==> config.mk <==
export PLATFORM = sky130hd
export DESIGN_NAME = throttle_assist_controller_unit
export DESIGN_NICKNAME = d
export VERILOG_FILES = /design/src/tac_pkg.sv /design/src/tac_window.sv /design/src/tac_arith.sv /design/src/throttle_assist_controller_unit.sv
export SDC_FILE = /design/constraint.sdc
export NUM_CORES = 1
export LEC_CHECK = 0
export ABC_AREA = 1
export CAP_MARGIN = 30
export CORE_MARGIN = 10
export CORE_UTILIZATION = 31
export CTS_BUF_LIST = sky130_fd_sc_hd__clkbuf_4
export CTS_CLUSTER_DIAMETER = 100
export CTS_CLUSTER_SIZE = 30
export DETAILED_ROUTE_END_ITERATION = 10
export DONT_BUFFER_PORTS = 1
export HOLD_SLACK_MARGIN = 0.03
export PLACE_DENSITY = 0.42
export SLEW_MARGIN = 20
export SYNTH_ARGS = -nofsm -noshare
export SYNTH_HDL_FRONTEND = slang
export SYNTH_HIERARCHICAL = 1
export SYNTH_SLANG_ARGS = --single-unit
==> constraint.sdc <==
create_clock -name clk -period 13.5 [get_ports clk]
set_input_delay 3.375 -clock clk [delete_from_list [all_inputs] [get_ports clk]]
set_output_delay 3.375 -clock clk [all_outputs]
set_load 0.1 [all_outputs]
==> src/tac_pkg.sv <==
`timescale 1ns / 1ps
// Shared widths, codes, reset values and types of the throttle assist controller.
package tac_pkg;

  localparam int unsigned SAMPLE_W     = 10;
  localparam int unsigned DUTY_W       = 8;
  localparam int unsigned RAMP_W       = 16;
  localparam int unsigned LVL_W        = 3;
  localparam int unsigned MODE_W       = 2;
  localparam int unsigned MEDIAN_DEPTH = 3;
  localparam int unsigned CNT_DEPTH_W  = 2;

  localparam int unsigned TOP_LEVEL_DEF      = 5;
  localparam int unsigned ADC_FULL_SCALE_DEF = 1023;

  // Level mix times median times ceiling.
  localparam int unsigned PROD_W = LVL_W + RAMP_W + SAMPLE_W + DUTY_W;

  localparam int unsigned IN_W   = 16;
  localparam int unsigned OUT_W  = 16;
  localparam int unsigned CFG_AW = 5;
  localparam int unsigned CFG_DW = 32;

  localparam logic [MODE_W-1:0] MODE_DETECT = 2'd0;
  localparam logic [MODE_W-1:0] MODE_BRAKE  = 2'd1;
  localparam logic [MODE_W-1:0] MODE_ERROR  = 2'd2;

  typedef enum logic [2:0] {
    REG_ADC_LOW  = 3'd0,
    REG_ADC_HIGH = 3'd1,
    REG_FLOOR    = 3'd2,
    REG_CEILING  = 3'd3,
    REG_RAMP     = 3'd4
  } reg_idx_t;

  localparam int unsigned RAMP_RST_INT = 2000;

  localparam logic [SAMPLE_W-1:0] ADC_LOW_RST  = 10'd164;
  localparam logic [SAMPLE_W-1:0] ADC_HIGH_RST = 10'd900;
  localparam logic [DUTY_W-1:0]   FLOOR_RST    = 8'd40;
  localparam logic [DUTY_W-1:0]   CEILING_RST  = 8'd224;
  localparam logic [RAMP_W-1:0]   RAMP_RST     = RAMP_W'(RAMP_RST_INT);
  localparam logic [RAMP_W-1:0]   TICKS_RST    =
    (RAMP_RST_INT + 1 > (1 << RAMP_W) - 1) ? {RAMP_W{1'b1}} : RAMP_W'(RAMP_RST_INT + 1);

  typedef struct packed {
    logic                start;
    logic                ramp;
    logic [LVL_W-1:0]    lvl_before;
    logic [LVL_W-1:0]    lvl_now;
    logic [RAMP_W-1:0]   span_old;
    logic [RAMP_W-1:0]   span_new;
    logic [RAMP_W-1:0]   ramp_len;
    logic [SAMPLE_W-1:0] median;
    logic [DUTY_W-1:0]   ceiling;
  } arith_req_t;

  typedef struct packed {
    logic              done;
    logic              nonzero;
    logic [PROD_W-1:0] quotient;
  } arith_rsp_t;

  function automatic logic [SAMPLE_W-1:0] median3(input logic [SAMPLE_W-1:0] a,
                                                  input logic [SAMPLE_W-1:0] b,
                                                  input logic [SAMPLE_W-1:0] c);
    logic [SAMPLE_W-1:0] lo;
    logic [SAMPLE_W-1:0] hi;
    logic [SAMPLE_W-1:0] mid;
    lo  = (a < b) ? a : b;
    hi  = (a < b) ? b : a;
    mid = (hi < c) ? hi : c;
    return (lo > mid) ? lo : mid;
  endfunction

endpackage

==> src/tac_window.sv <==
`timescale 1ns / 1ps
// Three-tap window of accepted throttle samples and its median.
module tac_window (
  input  logic                          clk,
  input  logic                          rst_n,
  input  logic                          push,
  input  logic [tac_pkg::SAMPLE_W-1:0]  sample,
  output logic [tac_pkg::SAMPLE_W-1:0]  median
);
  import tac_pkg::*;

  logic [SAMPLE_W-1:0]    w0_r;
  logic [SAMPLE_W-1:0]    w1_r;
  logic [SAMPLE_W-1:0]    w2_r;
  logic [CNT_DEPTH_W-1:0] count_r;
  logic [SAMPLE_W:0]      pair_sum;

  always_ff @(posedge clk) begin
    if (!rst_n) begin
      count_r <= '0;
    end else if (push && (count_r < CNT_DEPTH_W'(MEDIAN_DEPTH))) begin
      count_r <= count_r + 1'b1;
    end
  end

  // The taps hold no meaning until written, so they carry no reset.
  always_ff @(posedge clk) begin
    if (push) begin
      w0_r <= sample;
      w1_r <= w0_r;
      w2_r <= w1_r;
    end
  end

  assign pair_sum = {1'b0, w0_r} + {1'b0, w1_r};

  always_comb begin
    case (count_r)
      2'd1:    median = w0_r;
      2'd2:    median = pair_sum[SAMPLE_W:1];
      2'd3:    median = median3(w0_r, w1_r, w2_r);
      default: median = '0;
    endcase
  end

endmodule

==> src/tac_arith.sv <==
`timescale 1ns / 1ps
// Bit-serial multiply chain and restoring divider that turn a median into a raw duty.
module tac_arith #(
  parameter int unsigned TOP_LEVEL      = tac_pkg::TOP_LEVEL_DEF,
  parameter int unsigned ADC_FULL_SCALE = tac_pkg::ADC_FULL_SCALE_DEF
) (
  input  logic                clk,
  input  logic                rst_n,
  input  tac_pkg::arith_req_t req,
  output tac_pkg::arith_rsp_t rsp
);
  import tac_pkg::*;

  localparam int unsigned SCALE = ADC_FULL_SCALE * TOP_LEVEL;
  localparam int unsigned DEN_W = $clog2(SCALE + 1) + RAMP_W;
  localparam int unsigned MIX_W = LVL_W + RAMP_W;
  localparam int unsigned CNT_W = $clog2(PROD_W);

  typedef enum logic [4:0] {
    A_IDLE = 5'b00001,
    A_LVL  = 5'b00010,
    A_MED  = 5'b00100,
    A_CEIL = 5'b01000,
    A_DIV  = 5'b10000
  } arith_state_t;

  arith_state_t        state_r;
  arith_state_t        state_nxt;
  logic [CNT_W-1:0]    cnt_r;
  logic [PROD_W-1:0]   acc_r;
  logic [PROD_W-1:0]   mcand_r;
  logic [MIX_W-1:0]    mcb_r;
  logic [SAMPLE_W-1:0] mpl_r;
  logic [LVL_W-1:0]    mplb_r;
  logic [SAMPLE_W-1:0] med_r;
  logic [DUTY_W-1:0]   ceil_r;
  logic [DEN_W-1:0]    den_r;
  logic [DEN_W-1:0]    rem_r;
  logic                nonzero_r;
  logic                done_r;

  logic [PROD_W-1:0]   add_a;
  logic [PROD_W-1:0]   add_b;
  logic [PROD_W-1:0]   acc_sum;
  logic [DEN_W:0]      shifted;
  logic [DEN_W:0]      diff;
  logic                ge;
  logic                last;

  assign last    = (cnt_r == '0);
  assign add_a   = mpl_r[0] ? mcand_r : '0;
  // The second operand only takes part while the two levels are weighted.
  assign add_b   = ((state_r == A_LVL) && mplb_r[0]) ? PROD_W'(mcb_r) : '0;
  assign acc_sum = acc_r + add_a + add_b;
  assign shifted = {rem_r, acc_r[PROD_W-1]};
  assign diff    = shifted - {1'b0, den_r};
  assign ge      = (shifted >= {1'b0, den_r});

  always_comb begin
    state_nxt = state_r;
    unique case (state_r)
      A_IDLE:  if (req.start) state_nxt = A_LVL;
      A_LVL:   if (last) state_nxt = A_MED;
      A_MED:   if (last) state_nxt = A_CEIL;
      A_CEIL:  if (last) state_nxt = A_DIV;
      A_DIV:   if (last) state_nxt = A_IDLE;
      default: state_nxt = A_IDLE;
    endcase
  end

  always_ff @(posedge clk) begin
    if (!rst_n) begin
      state_r <= A_IDLE;
      done_r  <= 1'b0;
    end else begin
      state_r <= state_nxt;
      done_r  <= (state_r == A_DIV) && last;
    end
  end

  always_ff @(posedge clk) begin
    unique case (state_r)
      A_IDLE: begin
        if (req.start) begin
          acc_r   <= '0;
          mcand_r <= req.ramp ? PROD_W'(req.span_old) : '0;
          mcb_r   <= req.ramp ? MIX_W'(req.span_new) : MIX_W'(1);
          mpl_r   <= SAMPLE_W'(req.lvl_before);
          mplb_r  <= req.lvl_now;
          med_r   <= req.median;
          ceil_r  <= req.ceiling;
          den_r   <= DEN_W'(SCALE) * (req.ramp ? DEN_W'(req.ramp_len) : DEN_W'(1));
          cnt_r   <= CNT_W'(LVL_W - 1);
        end
      end
      A_LVL: begin
        mcb_r  <= mcb_r << 1;
        mplb_r <= mplb_r >> 1;
        cnt_r  <= cnt_r - 1'b1;
        if (last) begin
          acc_r   <= '0;
          mcand_r <= acc_sum;
          mpl_r   <= med_r;
          cnt_r   <= CNT_W'(SAMPLE_W - 1);
        end else begin
          acc_r   <= acc_sum;
          mcand_r <= mcand_r << 1;
          mpl_r   <= mpl_r >> 1;
        end
      end
      A_MED: begin
        cnt_r <= cnt_r - 1'b1;
        if (last) begin
          acc_r   <= '0;
          mcand_r <= acc_sum;
          mpl_r   <= SAMPLE_W'(ceil_r);
          cnt_r   <= CNT_W'(DUTY_W - 1);
        end else begin
          acc_r   <= acc_sum;
          mcand_r <= mcand_r << 1;
          mpl_r   <= mpl_r >> 1;
        end
      end
      A_CEIL: begin
        acc_r   <= acc_sum;
        mcand_r <= mcand_r << 1;
        mpl_r   <= mpl_r >> 1;
        cnt_r   <= cnt_r - 1'b1;
        if (last) begin
          rem_r     <= '0;
          nonzero_r <= (acc_sum != '0);
          cnt_r     <= CNT_W'(PROD_W - 1);
        end
      end
      A_DIV: begin
        // The product shifts out at the top while quotient bits enter at the bottom.
        acc_r <= {acc_r[PROD_W-2:0], ge};
        rem_r <= ge ? diff[DEN_W-1:0] : shifted[DEN_W-1:0];
        cnt_r <= cnt_r - 1'b1;
      end
      default: ;
    endcase
  end

  assign rsp.done     = done_r;
  assign rsp.nonzero  = nonzero_r;
  assign rsp.quotient = acc_r;

endmodule

==> src/throttle_assist_controller_unit.sv <==
`timescale 1ns / 1ps
// Top level of the throttle assist controller: registers, tick control and result stage.
//
// One input transfer per control tick carries the throttle sample, the up and down
// presses and the brake lever. Each accepted item yields exactly one result transfer
// with the duty, brake drive, LED, mode and assist level.
// An item in detect mode with a valid sample runs through the bit-serial arithmetic:
// the shift-add multiplier (21 steps), then the 37-step restoring divider, before
// the result is handed over to the output register. Other items skip the arithmetic
// and pass from acceptance straight to the finish state and the output register.
// One item is worked on at a time; in_tready rises again once the result sits in the
// output register, so the next item is taken while that result waits.
// If the receiver stalls, the result is held in the output register and at most one
// further item is finished and parked until the register frees up.
// Configuration registers sit on an APB-style port at byte addresses 0 to 16 and
// should be written only while no item is in flight.
// Synchronous reset restores the register defaults, level one, detect mode and an
// empty sample window; no clearing pass is needed.
module throttle_assist_controller_unit #(
  parameter int unsigned TOP_LEVEL      = tac_pkg::TOP_LEVEL_DEF,
  parameter int unsigned ADC_FULL_SCALE = tac_pkg::ADC_FULL_SCALE_DEF
) (
  input  logic                        clk,
  input  logic                        rst_n,
  input  logic                        in_tvalid,
  output logic                        in_tready,
  // [9:0] throttle_sample, [10] up_press, [11] down_press, [12] brake_applied
  input  logic [tac_pkg::IN_W-1:0]    in_tdata,
  output logic                        out_tvalid,
  input  logic                        out_tready,
  // [7:0] pwm_duty, [8] brake_drive, [9] led_on, [11:10] mode, [14:12] speed_level
  output logic [tac_pkg::OUT_W-1:0]   out_tdata,
  input  logic                        cfg_psel,
  input  logic                        cfg_penable,
  input  logic                        cfg_pwrite,
  input  logic [tac_pkg::CFG_AW-1:0]  cfg_paddr,
  input  logic [tac_pkg::CFG_DW-1:0]  cfg_pwdata,
  output logic [tac_pkg::CFG_DW-1:0]  cfg_prdata,
  output logic                        cfg_pready
);
  import tac_pkg::*;

  localparam logic [LVL_W-1:0] TOP_L = LVL_W'(TOP_LEVEL);

  typedef enum logic [3:0] {
    S_IDLE   = 4'b0001,
    S_START  = 4'b0010,
    S_WAIT   = 4'b0100,
    S_FINISH = 4'b1000
  } ctrl_state_t;

  ctrl_state_t         state_r;
  ctrl_state_t         state_nxt;

  logic [SAMPLE_W-1:0] adc_low_r;
  logic [SAMPLE_W-1:0] adc_high_r;
  logic [DUTY_W-1:0]   floor_r;
  logic [DUTY_W-1:0]   ceil_r;
  logic [RAMP_W-1:0]   ramp_r;

  logic [MODE_W-1:0]   mode_r;
  logic [LVL_W-1:0]    lvl_now_r;
  logic [LVL_W-1:0]    lvl_before_r;
  logic [RAMP_W-1:0]   ticks_r;
  logic                refpos_r;
  logic                compute_r;
  logic                out_valid_r;
  logic [OUT_W-1:0]    out_data_r;

  logic                cfg_wr;
  reg_idx_t            cfg_idx;

  logic                accept;
  logic [SAMPLE_W-1:0] sample;
  logic                up;
  logic                down;
  logic                brake;
  logic                pressed;
  logic [LVL_W-1:0]    lvl_nxt;
  logic                entry_pos;
  logic [MODE_W-1:0]   want;
  logic                in_range;
  logic                go_compute;
  logic [MODE_W-1:0]   mode_nxt;
  logic                refpos_nxt;

  logic                out_free;
  logic [DUTY_W-1:0]   duty;
  logic [SAMPLE_W-1:0] median;
  logic                ramp_on;
  arith_req_t          req;
  arith_rsp_t          rsp;

  // Configuration port
  assign cfg_pready = 1'b1;
  assign cfg_wr     = cfg_psel && cfg_penable && cfg_pwrite;
  assign cfg_idx    = reg_idx_t'(cfg_paddr[CFG_AW-1:2]);

  always_ff @(posedge clk) begin
    if (!rst_n) begin
      adc_low_r  <= ADC_LOW_RST;
      adc_high_r <= ADC_HIGH_RST;
      floor_r    <= FLOOR_RST;
      ceil_r     <= CEILING_RST;
      ramp_r     <= RAMP_RST;
    end else if (cfg_wr) begin
      unique case (cfg_idx)
        REG_ADC_LOW:  adc_low_r  <= cfg_pwdata[SAMPLE_W-1:0];
        REG_ADC_HIGH: adc_high_r <= cfg_pwdata[SAMPLE_W-1:0];
        REG_FLOOR:    floor_r    <= cfg_pwdata[DUTY_W-1:0];
        REG_CEILING:  ceil_r     <= cfg_pwdata[DUTY_W-1:0];
        REG_RAMP:     ramp_r     <= cfg_pwdata[RAMP_W-1:0];
        default: ;
      endcase
    end
  end

  always_comb begin
    unique case (cfg_idx)
      REG_ADC_LOW:  cfg_prdata = CFG_DW'(adc_low_r);
      REG_ADC_HIGH: cfg_prdata = CFG_DW'(adc_high_r);
      REG_FLOOR:    cfg_prdata = CFG_DW'(floor_r);
      REG_CEILING:  cfg_prdata = CFG_DW'(ceil_r);
      REG_RAMP:     cfg_prdata = CFG_DW'(ramp_r);
      default:      cfg_prdata = '0;
    endcase
  end

  // Tick decisions, all taken on the accepted item
  assign in_tready = (state_r == S_IDLE);
  assign accept    = in_tvalid && in_tready;
  assign sample    = in_tdata[SAMPLE_W-1:0];
  assign up        = in_tdata[SAMPLE_W];
  assign down      = in_tdata[SAMPLE_W+1];
  assign brake     = in_tdata[SAMPLE_W+2];
  assign pressed   = up ^ down;

  always_comb begin
    lvl_nxt = lvl_now_r;
    if (up && !down && (lvl_now_r < TOP_L)) begin
      lvl_nxt = lvl_now_r + 1'b1;
    end else if (down && !up && (lvl_now_r != '0)) begin
      lvl_nxt = lvl_now_r - 1'b1;
    end
    if (lvl_nxt > TOP_L) begin
      lvl_nxt = TOP_L;
    end
  end

  assign entry_pos = (floor_r != '0) && (lvl_nxt != '0) && (ceil_r != '0);
  assign want      = brake ? MODE_BRAKE : MODE_DETECT;
  assign in_range  = (sample >= adc_low_r) && (sample <= adc_high_r);

  always_comb begin
    mode_nxt   = mode_r;
    refpos_nxt = refpos_r;
    go_compute = 1'b0;
    if (mode_r != MODE_ERROR) begin
      if (want != mode_r) begin
        mode_nxt   = want;
        refpos_nxt = entry_pos;
      end else if (mode_r == MODE_DETECT) begin
        if (!in_range) begin
          mode_nxt   = MODE_ERROR;
          refpos_nxt = entry_pos;
        end else begin
          go_compute = 1'b1;
        end
      end
    end
  end

  assign out_free = !out_valid_r || out_tready;

  always_comb begin
    state_nxt = state_r;
    unique case (state_r)
      S_IDLE:   if (accept) state_nxt = go_compute ? S_START : S_FINISH;
      S_START:  state_nxt = S_WAIT;
      S_WAIT:   if (rsp.done) state_nxt = S_FINISH;
      S_FINISH: if (out_free) state_nxt = S_IDLE;
      default:  state_nxt = S_IDLE;
    endcase
  end

  always_ff @(posedge clk) begin
    if (!rst_n) begin
      state_r      <= S_IDLE;
      mode_r       <= MODE_DETECT;
      lvl_now_r    <= LVL_W'(1);
      lvl_before_r <= LVL_W'(1);
      ticks_r      <= TICKS_RST;
      refpos_r     <= 1'b1;
      compute_r    <= 1'b0;
    end else begin
      state_r <= state_nxt;
      if (accept) begin
        lvl_now_r <= lvl_nxt;
        if (pressed) begin
          lvl_before_r <= lvl_now_r;
          ticks_r      <= '0;
        end else if (ticks_r != {RAMP_W{1'b1}}) begin
          ticks_r <= ticks_r + 1'b1;
        end
        mode_r    <= mode_nxt;
        refpos_r  <= refpos_nxt;
        compute_r <= go_compute;
      end else if ((state_r == S_WAIT) && rsp.done) begin
        refpos_r <= rsp.nonzero;
      end
    end
  end

  tac_window u_window (
    .clk    (clk),
    .rst_n  (rst_n),
    .push   (accept && go_compute),
    .sample (sample),
    .median (median)
  );

  // The ramp runs while the tick count has not passed the ramp length.
  assign ramp_on = (ramp_r != '0) && (ticks_r <= ramp_r);

  always_comb begin
    req.start      = (state_r == S_START);
    req.ramp       = ramp_on;
    req.lvl_before = lvl_before_r;
    req.lvl_now    = lvl_now_r;
    req.span_old   = ramp_r - ticks_r;
    req.span_new   = ticks_r;
    req.ramp_len   = ramp_r;
    req.median     = median;
    req.ceiling    = ceil_r;
  end

  tac_arith #(
    .TOP_LEVEL      (TOP_LEVEL),
    .ADC_FULL_SCALE (ADC_FULL_SCALE)
  ) u_arith (
    .clk   (clk),
    .rst_n (rst_n),
    .req   (req),
    .rsp   (rsp)
  );

  // The floor is tested first, so with a floor above the ceiling a quotient below the floor yields the floor.
  always_comb begin
    duty = floor_r;
    if (compute_r) begin
      if (rsp.quotient < PROD_W'(floor_r)) begin
        duty = floor_r;
      end else if (rsp.quotient > PROD_W'(ceil_r)) begin
        duty = ceil_r;
      end else begin
        duty = rsp.quotient[DUTY_W-1:0];
      end
    end
  end

  always_ff @(posedge clk) begin
    if (!rst_n) begin
      out_valid_r <= 1'b0;
    end else if ((state_r == S_FINISH) && out_free) begin
      out_valid_r <= 1'b1;
    end else if (out_tready) begin
      out_valid_r <= 1'b0;
    end
  end

  always_ff @(posedge clk) begin
    if ((state_r == S_FINISH) && out_free) begin
      out_data_r <= {1'b0, lvl_now_r, mode_r, refpos_r, (mode_r == MODE_BRAKE), duty};
    end
  end

  assign out_tvalid = out_valid_r;
  assign out_tdata  = out_data_r;

endmodule

==> Word level (Yosys, flattened, before mapping) <==
Cells that the tools add are included.
{ "totals": {"output_inout_bits": 51, "ff_bits": 325, "in_bits": 60} }
{ "classes": {"mux": 68, "multipliers": 1, "bitwise_logic": 1, "eq_ne": 32, "reduce_logical": 60, "n_addsub": 10, "n_lt_le_gt_ge": 12} }
{ "ops": {"columns": ["cell", "count"], "rows": [
  ["2-to-1 mux 37 bit", 5],
  ["one-hot mux 37 bit (4 select lines)", 1],
  ["one-hot mux 37 bit (3 select lines)", 1],
  ["2-to-1 mux 16 bit", 5],
  ["one-hot mux 16 bit (5 select lines)", 1],
  ["adder 37 bit", 2],
  ["2-to-1 mux 10 bit", 6],
  ["2-to-1 mux 29 bit", 2],
  ["one-hot mux 29 bit (2 select lines)", 1],
  ["one-hot mux 10 bit (4 select lines)", 1],
  ["2-to-1 mux 19 bit", 2],
  ["one-hot mux 19 bit (2 select lines)", 1],
  ["> comparator 37 x 8 -> 1 bit", 1],
  ["less-than comparator 37 x 8 -> 1 bit", 1],
  ["nonzero test 37 bit", 1],
  ["greater-or-equal comparator 30 x 29 -> 1 bit", 1],
  ["one-hot mux 10 bit (3 select lines)", 1],
  ["one-hot mux 6 bit (5 select lines)", 1],
  ["AND reduction 2 bit", 15],
  ["multiplier 13 x 29 -> 29 bit, first input constant", 1],
  ["subtractor 29 bit", 1],
  ["2-to-1 mux 5 bit", 5],
  ["one-hot mux 5 bit (5 select lines)", 1],
  ["2-to-1 mux 6 bit", 4],
  ["60 further kinds", 123]
]} }

==> Longest topological paths before layout <==
Gate-level depths: netlist of the first run.
{ "depth": {"ltp_word": 15, "ltp_mapped": 36, "mapped_depth_nobuf": 35} }

==> Hierarchy <==
Netlist of the first run, hierarchy kept.
{ "by_module_without_submodules": {"columns": ["module", "cells_each", "instances", "area_per_inst_um2"], "rows": [
  ["tac_arith", 2315, 1, 18466.5],
  ["throttle_assist_controller_unit", 934, 1, 6597.6],
  ["tac_window", 385, 1, 3101.7]
]} }

==> Worst setup path before layout of the first run <==
Ideal clock, no wire load.
{ "synth_path": {"kind": "input -> output", "from": "input cfg_paddr[3] (netlist name)", "to": "output cfg_prdata[3] (netlist name)", "t_arrival_ns": 5.796, "required_time_ns": 10.125, "path_stages": 4, "slack_ns": 4.329, "cell_sequence": "inv_1 -> nor3_2 -> inv_2 -> o21ai_0"} }
{ "synth_via": {"elab_chain_len": 2} }
{ "synth_rtl": {"columns": ["item", "line_no", "rtl"], "rows": [
  ["start: declaration", "throttle_assist_controller_unit.sv:36", "input logic [tac_pkg::CFG_AW-1:0] cfg_paddr,"],
  ["equality test 3 bit (tied with other cells)", "throttle_assist_controller_unit.sv:119", "unique case (cfg_idx)"],
  ["one-hot mux 16 bit (5 select lines) (*)", "throttle_assist_controller_unit.sv:119", null],
  ["end: declaration", "throttle_assist_controller_unit.sv:38", "output logic [tac_pkg::CFG_DW-1:0] cfg_prdata,"]
]} }
Mark *: on every way between the ends. The rest lies on a longest branch, timed or not.

==> Final worst setup path of the first run <==
{ "layout_path": {"from": "input cfg_paddr[3] (netlist name)", "to": "output cfg_prdata[2] (netlist name)"} }
Same word-level chain as after synthesis.

==> results of run 1 <==
## worst max-delay path: stages
cell,delay (ps)
nor2_1,30
nand2_1,530
inv_1,220
a221oi_1,560
o21ai_4,350
## flip-flops by register name (all words and copies together) (netlist names), 10 cells and up
register / flops
u_arith/mcand_r: 37
u_window/w2_r: 10
u_arith/mcb_r: 19
ticks_r: 16
u_arith/acc_r: 37
u_arith/rem_r: 29
u_window/w1_r: 10
adc_high_r: 10
u_arith/mpl_r: 10
ramp_r: 16
out_tdata: 15
u_arith/den_r: 29
u_window/w0_r: 10
u_arith/med_r: 10
adc_low_r: 10
## cell families (layout without fill, tap and decap cells)
group,Yosys count,count (layout)
AO/OA/AOI/OAI,622,622
other,2,23
adder cells (fa/ha/maj),380,380
buffers and inverters,780,775
XOR/XNOR,76,76
AND/OR/NAND/NOR,1449,1449
flip-flops,325,325
## area by class of cell
cell class,count,share of cell area (%)
antenna,5,0.04130
clock buffer,27,0.6691
clock inverter,22,1.305
inverter,697,8.669
multi-input combinational,2545,53.95
sequential,325,29.21
tap,1176,4.857
timing repair buffer,29,1.297
## cells in the final DEF, fill, tap and decap left out, drive strengths merged, types with 15 or more instances in the layout
cell      n
ha      271
nand2   845
nand4    38
conb     18
xnor2    31
nor3     38
nor2    312
xor2     45
dfxtp    91
o21ai   269
o211ai   22
o21bai   15
inv     706
nand3   172
a21oi   228
nand3b   16
fa      109
buf      29
clkbuf   27
edfxtp  234
## synthesized netlist by cell type (29+ instances only)
library cell,number
nor2_1,293
nand4_1,37
ha_1,271
dfxtp_1,91
fa_1,109
inv_1,669
a21oi_1,215
nand2_1,822
xor2_1,45
o21ai_0,185
o21ai_1,65
nor3_1,29
edfxtp_1,234
clkbuf_1,31
nand3_1,157
xnor2_1,31
## worst paths after layout
path	startpoint	to	slack (ps)
max	cfg_paddr[3]	cfg_prdata[2]	5030
min	ceil_r[6]	u_arith/ceil_r[6]	480
max reg2reg	ramp_r[0]	u_arith/den_r[28]	5570
min reg2reg	ceil_r[6]	u_arith/ceil_r[6]	480
## stage by stage
step	area, um2	worst slack (ps)
after floorplan	28230	4329
after global placement	29410	5077
after detailed placement	29680	5027
after CTS	30280	5036
after global routing	30290	4886
final	30300	5030
## layer usage
metal	wire, um	vias to the layer above
met1	43130	10680
li1	-	11770
met2	39320	364
met5	47	-
met4	1506	6
met3	3752	69
==> reports/qor.csv, run 1 <==
metric;value;unit
outcome;complete, no violations;
arrival;5090;ps
place_inst;4772;
grt_pass1_vias;22880;
required;10120;ps
hold_class;reg2reg;
cap_viol_max_count;0;
clk_pin_slew;310;ps
synth_cells;3634;
cts_hold_buf;0;
min_path_cells;0;
rows;110;
io_pins;111;
cts_resized;0;
seq_area_frac_synth;31.42;%
hold_ws;479.5;ps
ys_seq_elements;325;
h-tree-depth;1;
place.gp.congestion;0.8738;
yosysWarnings;6;
die_x;321.4;um
synth_top_area_share;24.95;%
seq_area;8848;um2
syn_to_final_growth;7.561;%
tns;0;ps
synth_area;28170;um2
cts_made_buffers;27;
gr-usage-met2;27.39;%
hold_viol_final;0;
setup_viol;0;
drtIter0Drc;1436;
fin_crit_sh;62.74;%
synth_edf_count;234;
yosys.area.top_type;edfxtp_1;
rsz0062_at_grt;false;
grtUsageMet3;2.166;%
clkLatencyLatePin;990;ps
final_layout_size_suffix_gt1_share;6.557;%
core;90150;um2
end_kind;primary output;
cts_buffer_depth;3;
finalWirelength;87760;um
drv_slew;0;
criticalPathCategory;in2out;
vias_per_cell;4.742;
finalNetCount;4065;
synthXorXnorAreaFrac;2.363;%
io_buffers;0;
r2r_cells;31;
dieArea;103300;um2
grt_max_degree;69;
fmax;118.1;MHz
drc;0;
synth.area.top_cells;edfxtp_1 25%, ha_1 12%, nand2_1 11%;
syn_area_per_cell;7.751;um2
cts_tree;yes;
cts-root-buf;clkbuf_4;
routedWlPerCell;18.19;um
die_h;321.4;um
grt.overflow.total;0;
synthAdderAreaFrac;19.79;%
fin_crit;8470;ps
synthMuxAreaShare;0;%
synth_top_family_by_area;simple AND/OR/NAND/NOR gates;
tightest_slew;965.4;ps
drtPass1Iterations;6;
worstSetupStartpointType;primary input;
skew;109.5;ps
routed-via-count;22890;
synth-main-ff-cell;edfxtp_1;
ys_types;70;
fin_cells;4826;
synth-simple-area-share;22.34;%
ant_nets;0;
finalCoreUtilization;33.61;%
grt_pass1_wl;136300;um
multi_input_area;16350;um2
synth_compound_area_share;12.91;%
met1_usage;23.51;%
initial_core_util;31.24;%
cp_max_fo;13;
fillers;9624;
slew-limit-headroom;35.55;%
grt.total_usage;16.78;%
synth-async-reset-ratio;0;%
grt_antenna_before_repair;3;
clock-sinks;325;
grt.busiest_layer;met2;
place_hpwl;70450;um
cts_setup_buffers;0;
Power of run 1 is not shown: default switching activity piles up to over one toggle a cycle in this logic, so the estimate is an artifact.
==> run 2, diff against run 1 <==
clock period = 8.1 ns   (was 13.5 ns; I/O delays follow)
==> run 2 against run 1 <==
Against the previous run: via count stayed put; cell area rose by 0.22%; worst hold slack lost 5.0 ps; cell count is 0.29% higher; critical path depth grew 24; wire length shrank 0.72%; clock skew shrank 31 ps; sequential share of layout area shrank 0.065 points; global-route usage up 0.053 points; setup slack worse by 4300 ps; non-clock buffer count up 13; register-to-register slack got worse by 4800 ps; largest cell class unchanged.
==> reports/qor.csv, run 2 (synthesis gave the netlist of run 1 again) <==
metric;value;unit;change
clock-sinks;325;;unchanged
fin_crit_sh;90.90;%;
h-tree-depth;1;;unchanged
dieArea;103300;um2;unchanged
place_hpwl;70990;um;+0.76%
cts_buffer_depth;3;;unchanged
dp_slack;604.9;ps;-4422 ps
die_x;321.4;um;unchanged
cts-root-buf;clkbuf_4;;
required;8810;ps;-1310 ps
clk_pin_slew;310;ps;about the same
tightest_slew;963.2;ps;-2.223 ps
slew-limit-headroom;35.70;%;+0.15 points
cap_viol_max_count;0;;unchanged
final.setup.worst_slack;737.3;ps;-4293 ps
cts_hold_buf;0;;unchanged
hold_viol_final;0;;unchanged
place.gp.congestion;0.8764;;+0.30%
ant_nets;0;;unchanged
end_kind;register;;
crit_slowest_cell;dfxtp_1;;
worstSetupStartpointType;register;;
cpPeakStageDelay;540;ps;-20 ps
crit_family;adder cells;;
finalCoreUtilization;33.68;%;+0.075 points
finalNetCount;4077;;+0.30%
cts_made_buffers;26;;-3.7%
hold_class;reg2reg;;
drv_slew;0;;unchanged
drc;0;;unchanged
hold_ws;474.5;ps;-5.032 ps
setup_viol;0;;unchanged
grt_max_degree;69;;unchanged
rows;110;;unchanged
drtIter0Drc;1327;;-7.6%
vias_per_cell;4.729;;-0.29%
tns;0;ps;unchanged
cp_max_fo;10;;-3
r2r_slack;740;ps;-4830 ps
syn_to_final_growth;7.801;%;
die_h;321.4;um;unchanged
final_layout_size_suffix_gt1_share;6.864;%;+0.31 points
outcome;complete, no violations;;
final_cell_mix;820 x nand2_1, 667 x inv_1, 286 x nor2_1;;
routedWlPerCell;18.00;um;-1.0%
grt.total_usage;16.83;%;+0.053 points
top_regs;u_arith/acc_r: 37 flops, u_arith/mcand_r: 37 flops;;
grt.overflow.total;0;;unchanged
criticalPathCategory;reg2reg;;
grt_antenna_before_repair;4;;+1
rsz0062_at_grt;false;;
io_pins;111;;unchanged
final_common_cell;nand2_1;;
core;90150;um2;unchanged
drtPass1Iterations;7;;+1
cts_tree;yes;;
fillers;9672;;+0.50%
grt_pass1_vias;22930;;+0.20%
arrival;8070;ps;+2980 ps
io_buffers;0;;unchanged
finalWirelength;87130;um;-0.72%
routed-via-count;22890;;unchanged
fin_crit;7363;ps;
skew;78.54;ps;-30.98 ps
path_buf_inv;6;;+5
grt_pass1_wl;137000;um;+0.46%
clkLatencyLatePin;970;ps;-20 ps
fmax;135.8;MHz;
initial_core_util;31.24;%;unchanged
run 2: changes by cell type in the layout (fill, tap and decap cells not counted), moves of 2 or more:
cell	delta
clkinv_8	-3
inv_2	+2
buf_4	+12
diode_2	+2
inv_12	+7
inv_16	-7
run 2: stage by stage:
step           area, um2  std cells
6_report           30360       4840
5_1_grt            30360       4838
4_1_cts            30330       4832
3_5_place_dp       29770       4784
3_3_place_gp       29500       4772
2_1_floorplan      28230       3650
run 2: area by class of cell:
| cell class | count | area, um2 | area share [%] |
|---|---|---|---|
| tap | 1176 | 1471 | 4.846 |
| timing repair buffer | 42 | 488.0 | 1.607 |
| sequential | 325 | 8848 | 29.14 |
| multi-input combinational | 2545 | 16350 | 53.85 |
| antenna | 7 | 17.52 | 0.05769 |
| clock inverter | 22 | 365.4 | 1.203 |
| inverter | 697 | 2626 | 8.650 |
| clock buffer | 26 | 195.2 | 0.6428 |
run 2: layer usage:
metal  vias to the layer above  track usage (%)  wire length, um
li1                      11790                -                -
met1                     10680            23.97            43350
met3                        55            1.884             3288
met2                       362            27.36            39030
met5                         -                0               21
met4                         4            2.967             1439
run 2: final timing paths:
| kind | start | end | cells past startpoint |
|---|---|---|---|
| worst max-delay path | ramp_r[0] | u_arith/den_r[22] | 29 |
| worst min-delay path | ceil_r[7] | u_arith/ceil_r[7] | 0 |
| worst max register to register | ramp_r[0] | u_arith/den_r[22] | 29 |
| worst min register to register | ceil_r[7] | u_arith/ceil_r[7] | 0 |
run 2: timing repair:
| item | in CTS | in global routing |
|---|---|---|
| setup buffers | 0 | 0 |
| setup endpoints to repair | 0 | 3 |
| gates resized for setup | 0 | 1 |
Power of run 2 is left out for the same reason.
